File: src/design/reb_pkg.sv
// ----------------------------------------------------------------------------
// reb_pkg
// Shared types and constants for the resonator envelope bit detector:
// register codes, reset values, shift amounts and the stage records.
// ----------------------------------------------------------------------------
package reb_pkg;

  // sample width default (low bits of the sample port that are used)
  localparam int unsigned SAMPLE_BITS_DEFAULT = 16;

  // fixed field widths
  localparam int unsigned COEF_W   = 16;
  localparam int unsigned DIFF_W   = 16;
  localparam int unsigned ACC_W    = 32;
  localparam int unsigned WIN_W    = 8;
  localparam int unsigned PER_W    = 16;
  localparam int unsigned PEAK_W   = 16;
  localparam int unsigned CFG_IDX_W = 8;
  localparam int unsigned CFG_DAT_W = 16;

  // product of a coefficient and a filter output, and the q14 scaling
  localparam int unsigned PROD_W    = COEF_W + ACC_W;
  localparam int unsigned Q14_SHIFT = 14;

  // envelope and threshold shift amounts
  localparam int unsigned UPPER_LEAK_SHIFT   = 10;
  localparam int unsigned LOWER_LEAK_SHIFT   = 11;
  localparam int unsigned UPPER_ATTACK_SHIFT = 6;
  localparam int unsigned LOWER_ATTACK_SHIFT = 2;
  localparam int unsigned THRESH_SHIFT       = 1;

  // register reset values
  localparam logic signed [COEF_W-1:0] GAIN_RESET    = 16'sd31622;
  localparam logic signed [COEF_W-1:0] DAMPING_RESET = 16'sd16255;
  localparam logic [WIN_W-1:0]         WINDOW_RESET  = 8'd100;
  localparam logic [PER_W-1:0]         PERIOD_RESET  = 16'd4000;

  // configuration register codes
  typedef enum logic [CFG_IDX_W-1:0] {
    REG_GAIN    = 8'd0,
    REG_DAMPING = 8'd1,
    REG_WINDOW  = 8'd2,
    REG_PERIOD  = 8'd3
  } cfg_reg_e;

  // resonator stage result
  typedef struct packed {
    logic              window_fire;
    logic              period_fire;
    logic [ACC_W-1:0]  energy_sum;
    logic [PEAK_W-1:0] peak;
  } res_stage_t;

  // envelope stage result
  typedef struct packed {
    logic              period_fire;
    logic [ACC_W-1:0]  energy;
    logic [ACC_W-1:0]  upper;
    logic [ACC_W-1:0]  lower;
    logic [PEAK_W-1:0] peak;
  } env_stage_t;

  // threshold stage result
  typedef struct packed {
    logic [ACC_W-1:0]  energy;
    logic [ACC_W-1:0]  threshold;
    logic [ACC_W-1:0]  upper;
    logic [ACC_W-1:0]  lower;
    logic [PEAK_W-1:0] peak;
  } thr_stage_t;

endpackage

File: src/design/reb_resonator.sv
// ----------------------------------------------------------------------------
// reb_resonator
// First difference, two-pole q14 resonator, magnitude accumulation,
// window and period counters and the difference peak tracker.
// ----------------------------------------------------------------------------
module reb_resonator #(
  parameter int unsigned SAMPLE_BITS = reb_pkg::SAMPLE_BITS_DEFAULT
) (
  input  logic                                  clk_i,
  input  logic                                  rst_ni,
  input  logic                                  load_i,
  input  logic [SAMPLE_BITS-1:0]                sample_i,
  input  logic signed [reb_pkg::COEF_W-1:0]     gain_i,
  input  logic signed [reb_pkg::COEF_W-1:0]     damping_i,
  input  logic [reb_pkg::WIN_W-1:0]             window_length_i,
  input  logic [reb_pkg::PER_W-1:0]             decision_period_i,
  output reb_pkg::res_stage_t                   res_o
);
  import reb_pkg::*;

  logic signed [DIFF_W-1:0] prev_q;
  logic signed [ACC_W-1:0]  y1_q;
  logic signed [ACC_W-1:0]  y2_q;
  logic [ACC_W-1:0]         acc_q;
  logic [WIN_W-1:0]         win_cnt_q;
  logic [PER_W-1:0]         per_cnt_q;
  logic [PEAK_W-1:0]        run_peak_q;
  logic [PEAK_W-1:0]        lat_peak_q;
  res_stage_t               res_q;

  logic signed [DIFF_W-1:0] cur;
  logic signed [DIFF_W-1:0] diff;
  logic [PEAK_W-1:0]        mag;
  logic [PEAK_W-1:0]        peak_now;
  logic signed [PROD_W-1:0] gain_prod;
  logic signed [PROD_W-1:0] damp_prod;
  logic [ACC_W-1:0]         diff_ext;
  logic [ACC_W-1:0]         y_sum;
  logic [ACC_W-1:0]         y_mag;
  logic [ACC_W-1:0]         acc_sum;
  logic [WIN_W-1:0]         win_cnt_inc;
  logic [PER_W-1:0]         per_cnt_inc;
  logic                     win_fire;
  logic                     per_fire;

  // sign-extend the used sample bits and take the wrapped difference
  assign cur  = DIFF_W'($signed(sample_i));
  assign diff = cur - prev_q;
  assign mag  = diff[DIFF_W-1] ? PEAK_W'(-diff) : PEAK_W'(diff);
  assign peak_now = (mag > run_peak_q) ? mag : run_peak_q;

  // resonator: floor of each q14 product is the arithmetic shift
  assign gain_prod = gain_i * y1_q;
  assign damp_prod = damping_i * y2_q;
  assign diff_ext  = ACC_W'(diff);
  assign y_sum     = diff_ext + gain_prod[Q14_SHIFT+ACC_W-1:Q14_SHIFT]
                   - damp_prod[Q14_SHIFT+ACC_W-1:Q14_SHIFT];
  assign y_mag     = y_sum[ACC_W-1] ? (ACC_W'(0) - y_sum) : y_sum;
  assign acc_sum   = acc_q + y_mag;

  // window and period counters, wrapping at their width
  assign win_cnt_inc = win_cnt_q + WIN_W'(1);
  assign per_cnt_inc = per_cnt_q + PER_W'(1);
  assign win_fire    = (win_cnt_inc == window_length_i);
  assign per_fire    = (per_cnt_inc == decision_period_i);

  // per-transaction state update
  always_ff @(posedge clk_i or negedge rst_ni) begin
    if (!rst_ni) begin
      prev_q     <= '0;
      y1_q       <= '0;
      y2_q       <= '0;
      acc_q      <= '0;
      win_cnt_q  <= '0;
      per_cnt_q  <= '0;
      run_peak_q <= '0;
      lat_peak_q <= '0;
    end else if (load_i) begin
      prev_q     <= cur;
      y2_q       <= y1_q;
      y1_q       <= $signed(y_sum);
      acc_q      <= win_fire ? '0 : acc_sum;
      win_cnt_q  <= win_fire ? '0 : win_cnt_inc;
      per_cnt_q  <= per_fire ? '0 : per_cnt_inc;
      run_peak_q <= per_fire ? '0 : peak_now;
      lat_peak_q <= per_fire ? peak_now : lat_peak_q;
    end
  end

  // stage result register
  always_ff @(posedge clk_i) begin
    if (load_i) begin
      res_q.window_fire <= win_fire;
      res_q.period_fire <= per_fire;
      res_q.energy_sum  <= acc_sum;
      res_q.peak        <= per_fire ? peak_now : lat_peak_q;
    end
  end

  assign res_o = res_q;

endmodule

File: src/design/reb_envelope.sv
// ----------------------------------------------------------------------------
// reb_envelope
// Latches the window energy and moves the upper and lower envelopes by
// leak and attack shifts at each window end.
// ----------------------------------------------------------------------------
module reb_envelope (
  input  logic                clk_i,
  input  logic                rst_ni,
  input  logic                load_i,
  input  reb_pkg::res_stage_t res_i,
  output reb_pkg::env_stage_t env_o
);
  import reb_pkg::*;

  logic [ACC_W-1:0] energy_q;
  logic [ACC_W-1:0] upper_q;
  logic [ACC_W-1:0] lower_q;
  env_stage_t       env_q;

  logic [ACC_W-1:0] energy_d;
  logic [ACC_W-1:0] upper_d;
  logic [ACC_W-1:0] lower_d;
  logic [ACC_W-1:0] upper_leak;
  logic [ACC_W-1:0] lower_leak;
  logic [ACC_W-1:0] upper_gap;
  logic [ACC_W-1:0] lower_gap;

  // leak step from the old levels, then attack toward the new energy
  always_comb begin
    upper_leak = upper_q + ACC_W'($signed(lower_q - upper_q) >>> UPPER_LEAK_SHIFT);
    lower_leak = lower_q + ACC_W'($signed(upper_q - lower_q) >>> LOWER_LEAK_SHIFT);
    upper_gap  = res_i.energy_sum - upper_leak;
    lower_gap  = res_i.energy_sum - lower_leak;
    energy_d   = energy_q;
    upper_d    = upper_q;
    lower_d    = lower_q;
    if (res_i.window_fire) begin
      energy_d = res_i.energy_sum;
      upper_d  = (upper_leak < res_i.energy_sum)
               ? upper_leak + ACC_W'($signed(upper_gap) >>> UPPER_ATTACK_SHIFT)
               : upper_leak;
      lower_d  = (lower_leak > res_i.energy_sum)
               ? lower_leak + ACC_W'($signed(lower_gap) >>> LOWER_ATTACK_SHIFT)
               : lower_leak;
    end
  end

  // envelope state
  always_ff @(posedge clk_i or negedge rst_ni) begin
    if (!rst_ni) begin
      energy_q <= '0;
      upper_q  <= '0;
      lower_q  <= '0;
    end else if (load_i) begin
      energy_q <= energy_d;
      upper_q  <= upper_d;
      lower_q  <= lower_d;
    end
  end

  // stage result register
  always_ff @(posedge clk_i) begin
    if (load_i) begin
      env_q.period_fire <= res_i.period_fire;
      env_q.energy      <= energy_d;
      env_q.upper       <= upper_d;
      env_q.lower       <= lower_d;
      env_q.peak        <= res_i.peak;
    end
  end

  assign env_o = env_q;

endmodule

File: src/design/reb_threshold.sv
// ----------------------------------------------------------------------------
// reb_threshold
// Moves the slicing threshold halfway toward the envelope midpoint once
// per decision period.
// ----------------------------------------------------------------------------
module reb_threshold (
  input  logic                clk_i,
  input  logic                rst_ni,
  input  logic                load_i,
  input  reb_pkg::env_stage_t env_i,
  output reb_pkg::thr_stage_t thr_o
);
  import reb_pkg::*;

  logic [ACC_W-1:0] thresh_q;
  thr_stage_t       thr_q;

  logic [ACC_W-1:0] mid;
  logic [ACC_W-1:0] thresh_d;

  // midpoint uses a logical halving of the envelope gap
  assign mid      = env_i.lower + ((env_i.upper - env_i.lower) >> 1);
  assign thresh_d = env_i.period_fire
                  ? thresh_q + ACC_W'($signed(mid - thresh_q) >>> THRESH_SHIFT)
                  : thresh_q;

  // threshold state
  always_ff @(posedge clk_i or negedge rst_ni) begin
    if (!rst_ni) begin
      thresh_q <= '0;
    end else if (load_i) begin
      thresh_q <= thresh_d;
    end
  end

  // stage result register
  always_ff @(posedge clk_i) begin
    if (load_i) begin
      thr_q.energy    <= env_i.energy;
      thr_q.threshold <= thresh_d;
      thr_q.upper     <= env_i.upper;
      thr_q.lower     <= env_i.lower;
      thr_q.peak      <= env_i.peak;
    end
  end

  assign thr_o = thr_q;

endmodule

File: src/design/resonator_envelope_bit_detector_top.sv
// Stages: input register, resonator, envelope, threshold, output register.
// Throughput: one sample per cycle when not stalled, set by the resonator feedback
// (two coefficient by filter output multiplies feeding the next sample).
// Reset: all filter, envelope, threshold and counter state clears to zero and
// the configuration registers take their default values; no clearing pass.
// ----------------------------------------------------------------------------
// resonator_envelope_bit_detector_top
// Input register, resonator, envelope and threshold stages and the output
// register, with valid/stall flow control and a configuration write port.
// ----------------------------------------------------------------------------
module resonator_envelope_bit_detector_top #(
  parameter int unsigned SAMPLE_BITS = reb_pkg::SAMPLE_BITS_DEFAULT
) (
  input  logic                              clk_i,
  input  logic                              rst_ni,
  // sample channel
  input  logic                              in_valid_i,
  output logic                              in_stall_o,
  input  logic signed [15:0]                sample_i,
  // result channel
  output logic                              out_valid_o,
  input  logic                              out_stall_i,
  output logic                              carrier_bit_o,
  output logic [31:0]                       window_energy_o,
  output logic [31:0]                       decision_threshold_o,
  output logic [31:0]                       upper_envelope_o,
  output logic [31:0]                       lower_envelope_o,
  output logic [15:0]                       peak_difference_o,
  // configuration channel
  input  logic                              cfg_valid_i,
  output logic                              cfg_ready_o,
  input  logic [reb_pkg::CFG_IDX_W-1:0]     cfg_index_i,
  input  logic [reb_pkg::CFG_DAT_W-1:0]     cfg_data_i
);
  import reb_pkg::*;

  // configuration registers
  logic signed [COEF_W-1:0] gain_q;
  logic signed [COEF_W-1:0] damping_q;
  logic [WIN_W-1:0]         window_q;
  logic [PER_W-1:0]         period_q;

  // pipeline valid flags and input register
  logic                   v0_q;
  logic                   v1_q;
  logic                   v2_q;
  logic                   v3_q;
  logic                   out_valid_q;
  logic [SAMPLE_BITS-1:0] sample_q;

  // output register
  logic             carrier_q;
  logic [ACC_W-1:0] energy_q;
  logic [ACC_W-1:0] thresh_q;
  logic [ACC_W-1:0] upper_q;
  logic [ACC_W-1:0] lower_q;
  logic [PEAK_W-1:0] peak_q;

  logic       out_ready;
  logic       s3_ready;
  logic       s2_ready;
  logic       s1_ready;
  logic       s0_ready;
  logic       mv1;
  logic       mv2;
  logic       mv3;
  logic       mvo;
  res_stage_t res_s;
  env_stage_t env_s;
  thr_stage_t thr_s;

  // configuration writes, always taken
  assign cfg_ready_o = 1'b1;

  always_ff @(posedge clk_i or negedge rst_ni) begin
    if (!rst_ni) begin
      gain_q    <= GAIN_RESET;
      damping_q <= DAMPING_RESET;
      window_q  <= WINDOW_RESET;
      period_q  <= PERIOD_RESET;
    end else if (cfg_valid_i) begin
      case (cfg_index_i)
        REG_GAIN:    gain_q    <= $signed(cfg_data_i);
        REG_DAMPING: damping_q <= $signed(cfg_data_i);
        REG_WINDOW:  window_q  <= cfg_data_i[WIN_W-1:0];
        REG_PERIOD:  period_q  <= cfg_data_i[PER_W-1:0];
        default:     ;
      endcase
    end
  end

  // flow control: a stage takes a transaction when empty or draining
  assign out_ready  = !out_valid_q || !out_stall_i;
  assign s3_ready   = !v3_q || out_ready;
  assign s2_ready   = !v2_q || s3_ready;
  assign s1_ready   = !v1_q || s2_ready;
  assign s0_ready   = !v0_q || s1_ready;
  assign in_stall_o = !s0_ready;

  assign mv1 = v0_q && s1_ready;
  assign mv2 = v1_q && s2_ready;
  assign mv3 = v2_q && s3_ready;
  assign mvo = v3_q && out_ready;

  always_ff @(posedge clk_i or negedge rst_ni) begin
    if (!rst_ni) begin
      v0_q        <= 1'b0;
      v1_q        <= 1'b0;
      v2_q        <= 1'b0;
      v3_q        <= 1'b0;
      out_valid_q <= 1'b0;
    end else begin
      if (s0_ready)  v0_q        <= in_valid_i;
      if (s1_ready)  v1_q        <= v0_q;
      if (s2_ready)  v2_q        <= v1_q;
      if (s3_ready)  v3_q        <= v2_q;
      if (out_ready) out_valid_q <= v3_q;
    end
  end

  // input register keeps only the used sample bits
  always_ff @(posedge clk_i) begin
    if (in_valid_i && s0_ready) begin
      sample_q <= sample_i[SAMPLE_BITS-1:0];
    end
  end

  reb_resonator #(
    .SAMPLE_BITS(SAMPLE_BITS)
  ) u_resonator (
    .clk_i            (clk_i),
    .rst_ni           (rst_ni),
    .load_i           (mv1),
    .sample_i         (sample_q),
    .gain_i           (gain_q),
    .damping_i        (damping_q),
    .window_length_i  (window_q),
    .decision_period_i(period_q),
    .res_o            (res_s)
  );

  reb_envelope u_envelope (
    .clk_i (clk_i),
    .rst_ni(rst_ni),
    .load_i(mv2),
    .res_i (res_s),
    .env_o (env_s)
  );

  reb_threshold u_threshold (
    .clk_i (clk_i),
    .rst_ni(rst_ni),
    .load_i(mv3),
    .env_i (env_s),
    .thr_o (thr_s)
  );

  // output register with the energy slicer
  always_ff @(posedge clk_i) begin
    if (mvo) begin
      carrier_q <= (thr_s.energy > thr_s.threshold);
      energy_q  <= thr_s.energy;
      thresh_q  <= thr_s.threshold;
      upper_q   <= thr_s.upper;
      lower_q   <= thr_s.lower;
      peak_q    <= thr_s.peak;
    end
  end

  assign out_valid_o          = out_valid_q;
  assign carrier_bit_o        = carrier_q;
  assign window_energy_o      = energy_q;
  assign decision_threshold_o = thresh_q;
  assign upper_envelope_o     = upper_q;
  assign lower_envelope_o     = lower_q;
  assign peak_difference_o    = peak_q;

endmodule

File: config.mk
export PLATFORM = sky130hd
export DESIGN_NAME = resonator_envelope_bit_detector_top
export DESIGN_NICKNAME = d
export VERILOG_FILES = /design/src/design/reb_pkg.sv /design/src/design/reb_resonator.sv /design/src/design/reb_envelope.sv /design/src/design/reb_threshold.sv /design/src/design/resonator_envelope_bit_detector_top.sv
export SDC_FILE = /design/constraint.sdc
export NUM_CORES = 2
export LEC_CHECK = 0
export BUFFER_PORTS_ARGS = -buffer_cell sky130_fd_sc_hd__buf_2
export CAP_MARGIN = 0
export CORE_MARGIN = 4
export CORE_UTILIZATION = 35
export CTS_CLUSTER_DIAMETER = 200
export DETAILED_ROUTE_END_ITERATION = 6
export PLACE_DENSITY = 0.58
export SETUP_SLACK_MARGIN = 0.02
export SYNTH_ARGS = -nofsm -noshare
export SYNTH_HDL_FRONTEND = slang
export SYNTH_SLANG_ARGS = --single-unit
File: constraint.sdc
create_clock -name clk_i -period 13.4 [get_ports clk_i]
set_input_delay 2.68 -clock clk_i [delete_from_list [all_inputs] [get_ports clk_i]]
set_output_delay 2.68 -clock clk_i [all_outputs]
set_load 0.05 [all_outputs]
==> out/qor.csv <==
metric,value,unit
GRT Total Usage,19.0,%
share of cells above drive strength 1,11.2,%
Critical Path AT,13.37,ns
syn_area_per_cell,9.71,sq um
Crit. End Element,flop,
Max Slew Vio Count,0,
first-pass GRT wire length,384000,microns
kind of critical path,reg2reg,
CP peak stage delay,0.59,ns
cell mode on critical path,fa_1,
crit path from,damping_q[1]$_DFFE_PN1P_,
CP Data Required Time,13.97,ns
DRC,0,
Root Buffer,clkbuf_16,
Initial Utilization,35.1,%
M1 GR Usage,25.8,%
H-tree depth,3,
synthesis-stage register bit count,825,
initial antenna violation count,15,
syn nets,10600,
run status,"complete, no violations",
io pins,193,
Die Ht,505,microns
unique cell type count in the Yosys netlist,90,
Post-Synthesis Cells,8885,
Overflow after GRT,0,
R2R Path Start,damping_q[1]$_DFFE_PN1P_,
routability cong.,0.927,
clk_skew,0.0631,ns
pin count of the biggest net entering global routing,118,
final core occ,39.4,%
Sink Count,825,
ys async rst share,43.3,%
final WL,243000,microns
slowest cell on the critical path,fa_1,
vias in the first global route,66100,
Layout area overhead,12.0,%
Post-synth EDFFs,468,
post-synth top area share,23.5,%
Routed WL per cell,19.4,microns
die area,255000,sq um
CTS buffer count,95,
DRT Pass-1 Iters,6,
Total Nets Final,11000,
worst-path maximum fanout,6,
Clock Tree Buf Depth,3,
crit path time final,12.79,ns
"area leader, netlist",fa_1,
post-route ant nets,0,
global-route met3 utilization,2.53,%
worst hold-check path type,reg2reg,
vias,63600,
RSZ-0062 raised after global routing,false,
PortBufs,191,
maxcap violations,0,
Vias/cell,5.06,
area of the core,246000,sq um
endpoints failing setup,0,
HP Start,u_resonator.res_o[0]$_DFFE_PP_,
worst skew pair latency,0.75,ns
synthesized cell area,86300,sq um
Max Clk Rate,0.0782,GHz
Clock Pin Slew Worst Setup and Hold Paths,0.06,ns
Ys Warns,0,
gr busiest metal,met2,
Synth area leaders,"fa_1, edfxtp_1, ha_1, dfrtp_1, inv_1",
CTS tree,done,
row count,182,
top-count cell post-synth,inv_1,
most common library cells after synthesis,"inv_1, nand2_1, fa_1",
Detailed Route Iter0 Violations,3918,
Final Hold Viols,0,
Die W,505,microns
Slew @ Worst Pin,1.15,ns
CP Launch Type,flop,
FILL cells,24000,
slew margin rel.,23.3,%
GR Util met2,31.6,%
most used flip-flop cell after synthesis,edfxtp_1,
final period utilization,95.5,%
DP HPWL,199000,microns
post-synthesis sequential area ratio,26.7,%
## layer usage
| layer | wire length (microns) | part of all wire (%) | up-vias |
|---|---|---|---|
| li1 | - | - | 29700 |
| met1 | 108000 | 44 | 31800 |
| met2 | 114000 | 47 | 1735 |
| met3 | 13300 | 5.4 | 361 |
| met4 | 8160 | 3.4 | 0 |
| met5 | 0 | 0 | - |
## critical path, delay by kind of cell (launching register included)
family,cells,cell delay (ns)
adders and majority gates,10,4.50
AOI/OAI and AO/OA,24,4.41
and+or+nand+nor,9,1.25
xor gates and xnor gates,5,1.09
buffers and inverters,7,0.78
DFF,1,0.58
## through the flow
stage                     cells  worst slack [ns]  hold slack (ns)  area, sq um  setup TNS [ns]
after floorplan            8885             0.824            0.400        86300               0
after global placement    12400            -0.225            0.403        93100          -0.432
after detailed placement  12400            -0.344            0.405        93100          -0.695
after CTS                 12500            0.0789            0.408        96400               0
after global routing      12600            0.0140            0.401        96700               0
final                     12600             0.606            0.411        96700               0
## cells in the final DEF, fill, tap and decap left out, types with 46 or more instances in the layout
cell type	n
a21o_1	226
a21oi_1	389
and2_1	433
and3_1	64
buf_2	190
buf_4	356
clkbuf_16	95
dfrtp_1	326
edfxtp_1	468
fa_1	1011
ha_1	687
inv_1	1434
mux2_2	200
mux2i_1	63
nand2_1	1054
nand2b_1	90
nand3_1	69
nand4_1	46
nor2_1	385
nor2b_1	70
nor3_1	105
o21a_1	89
o21ai_0	361
xnor2_1	331
xor2_1	143
## final cells by class
type / instances / area, sq um / share of cell area, %
sequential: 825 / 23000 / 23.8
inverter: 1437 / 5400 / 5.58
antenna: 9 / 22.5 / 0.0233
clock buffer: 123 / 2540 / 2.63
multi-input combinational: 6330 / 57000 / 59.0
tap: 3220 / 4030 / 4.17
clock inverter: 57 / 734 / 0.760
timing repair buffer: 563 / 3920 / 4.06
## cells by family after synthesis
logic type	after synthesis	share of synthesized area [%]
flip-flops	825	26.7
other	1	0.00435
AND/OR/NAND/NOR	2448	13.5
adder cells (fa/ha/maj)	1699	33.4
multiplexers	263	3.34
buffers and inverters	1731	7.56
XOR/XNOR	484	4.99
AO/OA/AOI/OAI	1434	10.5
## path summary, 6_finish.rpt
check	endpoint	slack, ns	cells past startpoint
worst max-delay path	u_resonator.acc_q[30]$_DFFE_PN0P_	0.61	55
worst min-delay path	u_envelope.env_o[0]$_DFFE_PP_	0.41	0
worst max register to register	u_resonator.acc_q[30]$_DFFE_PN0P_	0.61	55
worst min register to register	u_envelope.env_o[0]$_DFFE_PP_	0.41	0
max in group asynchronous	damping_q[7]$_DFFE_PN0P_	9.26	3
min in group asynchronous	u_threshold.thresh_q[1]$_DFFE_PN0P_	1.94	1
## what timing repair did
item | in CTS | in global routing
endpoints found under the hold margin | 0 | 0
setup endpoints to repair | 7 | 11
buffers inserted | 0 | 5
gates resized for setup | 9 | 36
hold buffers | 0 | 0
cloned | 0 | 1
pin swaps | 0 | 4
## flip-flops by register name, summed over array words and instances, names as in the netlist, 32 cells and up
signal and count:
decision_threshold_o 32, lower_envelope_o 32, u_envelope.energy_q 32, u_envelope.env_o 113, u_envelope.lower_q 32, u_envelope.upper_q 32
u_resonator.acc_q 32, u_resonator.res_o 50, u_resonator.y1_q 32, u_resonator.y2_q 32, u_threshold.thr_o 144, u_threshold.thresh_q 32
upper_envelope_o 32, window_energy_o 32
Power is left out: the tool's default activity adds up to more than one toggle a clock period on the data nets, which glitch-free logic cannot reach.
